==> config.mk <==
export PLATFORM = sky130hd
export DESIGN_NAME = ready_queue_fifo_with_idle_top
export DESIGN_NICKNAME = d
export VERILOG_FILES = /design/src/hdl/rqfi_pkg.sv /design/src/hdl/ready_queue_fifo_with_idle_top.sv /design/src/hdl/rqfi_cell.sv
export VERILOG_INCLUDE_DIRS = /design/src /design/src/hdl
export SDC_FILE = /design/constraint.sdc
export NUM_CORES = 1
export LEC_CHECK = 0
export BUFFER_PORTS_ARGS = -buffer_cell sky130_fd_sc_hd__buf_4
export CAP_MARGIN = 5
export CORE_MARGIN = 3
export CORE_UTILIZATION = 45
export CTS_CLUSTER_DIAMETER = 200
export DETAILED_ROUTE_END_ITERATION = 7
export PLACE_DENSITY = 0.64
export SETUP_SLACK_MARGIN = 0.05
export SLEW_MARGIN = 10
export SYNTH_ARGS = -nofsm -noshare
export SYNTH_HDL_FRONTEND = slang
export SYNTH_SLANG_ARGS = --single-unit
==> constraint.sdc <==
create_clock -name clk_i -period 10.5 [get_ports clk_i]
set_input_delay 1.05 -clock clk_i [delete_from_list [all_inputs] [get_ports clk_i]]
set_output_delay 1.05 -clock clk_i [all_outputs]
set_load 0.01 [all_outputs]
==> src/hdl/ready_queue_fifo_with_idle_top_defines.svh <==
// ----------------------------------------------------------------------------
// Ready queue assertion macros
// Concurrent assertion helpers, sampled on clk_i and disabled in reset.
// ----------------------------------------------------------------------------
`ifndef READY_QUEUE_FIFO_WITH_IDLE_TOP_DEFINES_SVH
`define READY_QUEUE_FIFO_WITH_IDLE_TOP_DEFINES_SVH

// Plain check with a fixed message.
`define RQFI_ASSERT(lbl, prop) \
  lbl: assert property (@(posedge clk_i) disable iff (!rst_ni) (prop)) \
    else $error("rqfi assertion failed");

// Check with a caller message.
`define RQFI_ASSERT_MSG(lbl, prop, msg) \
  lbl: assert property (@(posedge clk_i) disable iff (!rst_ni) (prop)) \
    else $error(msg);

`endif

==> src/hdl/rqfi_pkg.sv <==
// ----------------------------------------------------------------------------
// rqfi_pkg
// Shared types and codes for the ready queue.
// ----------------------------------------------------------------------------
package rqfi_pkg;

  localparam int unsigned IdW = 16;

  typedef enum logic [1:0] {
    MODE_PUT    = 2'd0,
    MODE_GET    = 2'd1,
    MODE_REMOVE = 2'd2,
    MODE_NOP    = 2'd3
  } mode_e;

  typedef enum logic [1:0] {
    ST_DONE     = 2'd0,
    ST_EMPTY    = 2'd1,
    ST_NOTFOUND = 2'd2,
    ST_FULL     = 2'd3
  } status_e;

  // Broadcast to every cell for the current word.
  typedef struct packed {
    logic           put_en;   // append at the cell whose index equals count
    logic           get_en;   // shift the whole row toward the head
    logic           rem_en;   // compare entries against tid
    logic [IdW-1:0] tid;
  } cell_ctrl_t;

endpackage

==> src/hdl/ready_queue_fifo_with_idle_top.sv <==
// ----------------------------------------------------------------------------
// ready_queue_fifo_with_idle_top
// FIFO thread ready queue with an idle thread and removal by id.
// ----------------------------------------------------------------------------
//
//  channel   | handshake                 | data
//  ----------+---------------------------+-------------------------------
//  command   | start_i, busy_o           | mode_i, thread_id_i
//  result    | done_o (one-cycle strobe) | result_id_o, status_o
//  config    | idle_id_we_i              | idle_id_i
//
//  A command word is taken at each edge with start_i high and busy_o low;
//  busy_o stays low, so one word is taken per cycle.
//  Its result shows on the cycle after acceptance, strobed by done_o for one
//  cycle; the receiver cannot stall it.
//  The rate is set by the cell row: all cells update together on each edge, and the
//  remove match travels down the row as a hit chain within the same cycle.
//  Reset (rst_ni low, async) empties the queue and sets idle_id to zero;
//  queue slots themselves are not cleared.
//
module ready_queue_fifo_with_idle_top
  import rqfi_pkg::*;
#(
  parameter int unsigned QUEUE_DEPTH = 16
) (
  input  logic           clk_i,
  input  logic           rst_ni,
  input  logic           start_i,
  output logic           busy_o,
  input  logic [1:0]     mode_i,
  input  logic [IdW-1:0] thread_id_i,
  output logic           done_o,
  output logic [IdW-1:0] result_id_o,
  output logic [1:0]     status_o,
  input  logic           idle_id_we_i,
  input  logic [IdW-1:0] idle_id_i
);

  `include "ready_queue_fifo_with_idle_top_defines.svh"

  localparam int unsigned CntW = $clog2(QUEUE_DEPTH + 1);

  logic [CntW-1:0] count_q, count_d;
  logic [IdW-1:0]  idle_id_q;
  logic            done_q;
  logic [IdW-1:0]  result_id_q, result_id_d;
  status_e         status_q, status_d;

  logic            accept, full, empty, found;
  cell_ctrl_t      ctrl;

  // Row links: index QUEUE_DEPTH is the empty space above the top cell.
  logic [IdW-1:0]  entry [QUEUE_DEPTH+1];
  logic            hit   [QUEUE_DEPTH+1];

  assign busy_o = 1'b0;
  assign accept = start_i & ~busy_o;
  assign full   = (count_q == CntW'(QUEUE_DEPTH));
  assign empty  = (count_q == '0);
  assign found  = hit[0];

  assign entry[QUEUE_DEPTH] = '0;
  assign hit[QUEUE_DEPTH]   = 1'b0;

  // Cell broadcast; kept apart from the result decode since the match
  // chain feeds found back into that decode.
  always_comb begin
    ctrl     = '0;
    ctrl.tid = thread_id_i;
    if (accept) begin
      case (mode_e'(mode_i))
        MODE_PUT: begin
          ctrl.put_en = ~full;
        end
        MODE_GET: begin
          ctrl.get_en = ~empty;
        end
        MODE_REMOVE: begin
          // The idle thread is never removed, even if queued.
          ctrl.rem_en = (thread_id_i != idle_id_q);
        end
        default: begin
        end
      endcase
    end
  end

  // Decode the command into the next fill level and the result word.
  always_comb begin
    count_d     = count_q;
    result_id_d = '0;
    status_d    = ST_DONE;
    if (accept) begin
      case (mode_e'(mode_i))
        MODE_PUT: begin
          if (full) begin
            status_d = ST_FULL;
          end else begin
            count_d = count_q + 1'b1;
          end
        end
        MODE_GET: begin
          if (empty) begin
            result_id_d = idle_id_q;
            status_d    = ST_EMPTY;
          end else begin
            result_id_d = entry[0];
            count_d     = count_q - 1'b1;
          end
        end
        MODE_REMOVE: begin
          if (thread_id_i != idle_id_q) begin
            if (found) begin
              count_d = count_q - 1'b1;
            end else begin
              status_d = ST_NOTFOUND;
            end
          end
        end
        default: begin
        end
      endcase
    end
  end

  for (genvar i = 0; i < QUEUE_DEPTH; i++) begin : g_cell
    rqfi_cell #(
      .Idx  (i),
      .CntW (CntW)
    ) u_cell (
      .clk_i       (clk_i),
      .ctrl_i      (ctrl),
      .count_i     (count_q),
      .found_i     (found),
      .up_entry_i  (entry[i+1]),
      .hit_above_i (hit[i+1]),
      .entry_o     (entry[i]),
      .hit_o       (hit[i])
    );
  end

  always_ff @(posedge clk_i or negedge rst_ni) begin
    if (!rst_ni) begin
      count_q   <= '0;
      idle_id_q <= '0;
      done_q    <= 1'b0;
    end else begin
      count_q <= count_d;
      done_q  <= accept;
      if (idle_id_we_i) begin
        idle_id_q <= idle_id_i;
      end
    end
  end

  always_ff @(posedge clk_i) begin
    result_id_q <= result_id_d;
    status_q    <= status_d;
  end

  assign done_o      = done_q;
  assign result_id_o = result_id_q;
  assign status_o    = status_q;

  // Fill level never passes the row length.
  `RQFI_ASSERT(a_count_bound, count_q <= CntW'(QUEUE_DEPTH))
  // Every accepted word gives one result, and nothing else does.
  `RQFI_ASSERT_MSG(a_done_follows, accept |=> done_o, "accepted word gave no result")
  `RQFI_ASSERT_MSG(a_no_spurious, !accept |=> !done_o, "result without a word")
  // A put on a full row is flagged and leaves the fill level alone.
  `RQFI_ASSERT(a_full_drop,
    (accept && mode_i == MODE_PUT && full) |=> (status_o == ST_FULL && count_q == $past(count_q)))
  // A get on a non-empty row pops exactly one entry.
  `RQFI_ASSERT(a_get_pop,
    (accept && mode_i == MODE_GET && !empty) |=>
      (status_o == ST_DONE && count_q == $past(count_q) - 1'b1))

endmodule

==> src/hdl/rqfi_cell.sv <==
// ----------------------------------------------------------------------------
// rqfi_cell
// One queue slot: holds an id, compares it, and loads from its upper neighbor.
// ----------------------------------------------------------------------------
module rqfi_cell
  import rqfi_pkg::*;
#(
  parameter int unsigned Idx = 0,
  parameter int unsigned CntW = 5
) (
  input  logic            clk_i,
  input  cell_ctrl_t      ctrl_i,
  input  logic [CntW-1:0] count_i,
  input  logic            found_i,      // some cell matched this remove
  input  logic [IdW-1:0]  up_entry_i,
  input  logic            hit_above_i,  // a valid match sits above this cell
  output logic [IdW-1:0]  entry_o,
  output logic            hit_o
);

  logic [IdW-1:0] entry_q, entry_d;
  logic           occupied, match, shift;

  assign occupied = (CntW'(Idx) < count_i);
  assign match    = ctrl_i.rem_en && occupied && (entry_q == ctrl_i.tid);
  assign hit_o    = hit_above_i | match;

  // Cells at or above the removed slot close the gap.
  assign shift = ctrl_i.get_en | (found_i & ~hit_above_i);

  always_comb begin
    entry_d = entry_q;
    if (shift) begin
      entry_d = up_entry_i;
    end else if (ctrl_i.put_en && (count_i == CntW'(Idx))) begin
      entry_d = ctrl_i.tid;
    end
  end

  always_ff @(posedge clk_i) begin
    entry_q <= entry_d;
  end

  assign entry_o = entry_q;

endmodule

==> impl_metrics.py <==
metrics = {
    "yosys": {
        "yosysTopAreaCell": "edfxtp_1",
        "synthDistinctLibCells": 71,
        "syn-num-nets": 1318,
        "synthSimpleGateAreaFrac_pct": 6.68,
        "syn_area_per_cell_um2": 13.2,
        "ys_seq_area_share_pct": 50.1,
        "synth_top_family_by_area": "multiplexers",
        "ys.warnings.count": 0,
        "dominantRegCellSynth": "edfxtp_1",
        "muxShareOfSynthArea_pct": 18.5,
        "syn-instance-count": 1270,
        "synth_area_um2": 16800,
        "post_synth_xor_area_fraction_pct": 14.5,
        "synth_compound_area_share_pct": 4.60,
        "synth_commonest_cells": "edfxtp_1, mux2_2, xnor2_1, xor2_1, nand2_1",
        "synth-adder-area-share_pct": 0.744,
        "yosysTopAreaCellShare_pct": 42.8,
        "synthTopCellsByArea": "edfxtp_1, mux2_2, xnor2_1",
        "post-synth-top-count-cell": "edfxtp_1",
        "async_reset_ff_share_pct": 7.43,
        "ys_ff_latch": 296,
        "synth-edff-count": 240,
    },
    "clock_tree": {
        "cts_tree": "yes",
        "htree_num_levels": 2,
        "clock_path_buffers": 3,
        "cts_sinks": 296,
        "clkTransAtPathRegs_ns": 0.06,
        "cts_inserted_buffers": 34,
        "cts_root_buffer": "clkbuf_16",
        "ctsResizeCount": 0,
        "clock_latency_ns": 0.52,
        "cts_hold_buf": 0,
        "post_cts_buffers": 0,
    },
    "critical_path": {
        "cp_data_arrival_time_ns": 4.86,
        "crit_fanout": 33,
        "r2r_cells": 6,
        "regToRegStartpoint": "count_q[0]",
        "slowest_delay_ns": 0.74,
        "cp_slowest_cell": "o31a_1",
        "cp-start-kind": "input pin",
        "r2r_end": "g_cell[9].u_cell.entry_o[2]",
        "end_kind": "flip-flop",
        "cp_common_cell": "buf_4",
        "worstPathRequired_ns": 10.58,
        "critPathKind": "input pin to flip-flop",
        "r2r_slack_ns": 5.90,
        "worstPathCellList": "buf_4, xor2_1, nor4_1, nand3_1, nor3_1, o41a_4, o41ai_4, buf_4, o31a_1, nand2_1",
    },
    "route": {
        "via_per_inst": 5.65,
        "wl_per_cell_um": 23.0,
        "postRouteAntennaNets": 0,
        "vias": 9924,
        "routed_wl_um": 40300,
        "firstDrtPassIters": 4,
        "drt_iter0_markers": 770,
        "drc": 0,
    },
    "sta": {
        "min_period_over_period_pct": 45.5,
        "relSlewSlack_pct": 30.9,
        "rsz0062_at_grt": "no",
        "tightest_slew_ns": 1.04,
        "max_freq_ghz": 0.209,
        "hold_violations": 0,
        "setup_viol": 0,
        "finClkSkew_ns": 0.0352,
        "fin_setup_tns_ns": 0,
        "period_needed_ns": 4.78,
        "slew_viol_final": 0,
    },
    "cells_and_area": {
        "drive_gt1_share_pct": 29.7,
        "n_antenna_cell": 0,
        "area.growth.synth_to_final_pct": 8.19,
        "finish.net_count": 1312,
        "fillers": 3149,
    },
    "die": {
        "num_rows": 70,
        "core_um2": 36700,
        "io_pins": 58,
        "die_w_um": 199,
        "die_area_um2": 39700,
        "die_h_um": 199,
        "initial_core_util_pct": 45.9,
    },
    "pwr": {
        "power_leakage_nw": 6.34,
        "pwr_density_cell_nw_per_um2": 174,
        "power.total_mw": 3.17,
        "peakVddDrop_mv": 0.0952,
    },
    "grt": {
        "grt_pass1_wl_um": 61600,
        "first_global_vias": 10100,
        "antenna_found_initial": 0,
        "grt_max_degree": 34,
        "grt_usage_pct": 20.3,
        "grt-ovfl-total": 0,
    },
    "hold_path": {
        "holdCritPathClass": "input pin to async pin",
    },
    "placement": {
        "gp_congestion": 0.875,
        "place_hpwl_um": 26300,
        "numPortBuffers": 56,
    },
    "flow_run": {
        "drv_cap": 0,
    },
    "run_status": {
        "status": "complete, no violations",
    },
}
[registers in the layout, summed over array words and instances, names as in the netlist]
signal,flops
done_o,1
g_cell.u_cell.entry_o,256
result_id_o,16
count_q,5
idle_id_q,16
status_o,2
[critical path, delay by kind of cell]
kind	cells	cell delay (ns)
buffers and inverters	2	0.81
and+or+nand+nor	4	1.09
xor gates and xnor gates	1	0.23
AOI/OAI and AO/OA	3	1.65
[kinds of logic (layout without fill, tap and decap cells)]
logic type | count (synthesis) | in the layout
flops | 296 | 296
other cells | 1 | 1
compound gates | 100 | 100
simple gates | 217 | 217
buf+inv | 111 | 130
fa+ha+maj | 10 | 10
mux | 258 | 258
xor+xnor | 277 | 277
[cell usage in the layout, fill, tap and decap left out, types with 3 or more instances in the layout]
cell type  count
inv_1          6
dfrtp_1       22
xor2_1       130
nand2_1       82
clkbuf_1       7
xnor2_1      146
a211oi_1       4
clkinv_2       7
a31o_2         4
clkbuf_8       6
mux2_1        18
ha_1          10
o21ai_2        3
nor4_1        35
o21ai_1        3
a31oi_1        4
nor3_1        12
nor3b_1        3
dfxtp_1       34
a21oi_1       41
nor4_2         3
buf_4         62
edfxtp_1     240
o21ai_4        5
mux2_4        54
nand4_1       41
mux2_2       184
nand3_1       14
a21o_1        11
clkbuf_16     36
nor2_1        15
[cell type report]
class                           instances  area (um^2)  area share [%]
Sequential cell                       296         8440            46.4
Multi-Input combinational cell        863         7590            41.7
Clock buffer                           51         1020            5.63
Tap cell                              468          586            3.22
Timing Repair Buffer                   62          465            2.56
Clock inverter                         10         77.6           0.426
Inverter                                7         26.3           0.144
[report_power, final]
group / internal, mW / leakage, nW / switching [mW] / total (mW)
sequential: 1.38 / 2.74 / 0.0987 / 1.48
combinational: 0.222 / 3.05 / 0.300 / 0.522
clock: 0.700 / 0.552 / 0.463 / 1.16
[routing by layer]
metal / part of all wire [%] / track usage, % / vias up
li1: - / - / 4595
met1: 47 / 28.9 / 4969
met2: 44 / 31.7 / 297
met3: 7.0 / 4.20 / 63
met4: 2.3 / 5.27 / 0
met5: 0 / 0 / -
[worst max-delay path by stage]
stage | from | end | slack (ns)
2_1_floorplan | thread_id_i[5] | g_cell[2].u_cell.entry_o[0] | 6.42
3_3_place_gp | thread_id_i[9] | g_cell[9].u_cell.entry_o[8] | 5.24
3_5_place_dp | thread_id_i[1] | g_cell[9].u_cell.entry_o[2] | 5.21
4_1_cts | thread_id_i[1] | g_cell[9].u_cell.entry_o[1] | 5.72
5_1_grt | thread_id_i[9] | g_cell[5].u_cell.entry_o[6] | 5.45
6_report | thread_id_i[10] | g_cell[9].u_cell.entry_o[2] | 5.72
[per-stage QoR]
step                      instance area, um^2  instances  setup WS, ns  utilization [%]  hold WS [ns]
after floorplan                         16800       1270          6.42                -         0.458
after global placement                  17100       1696          5.24             46.6         0.467
after detailed placement                17100       1696          5.21             46.6         0.478
after CTS                               18200       1757          5.72             49.6         0.422
after global routing                    18200       1757          5.45             49.6         0.442
final                                   18200       1757          5.72             49.6         0.424
Power figures use the tool's default switching activity.
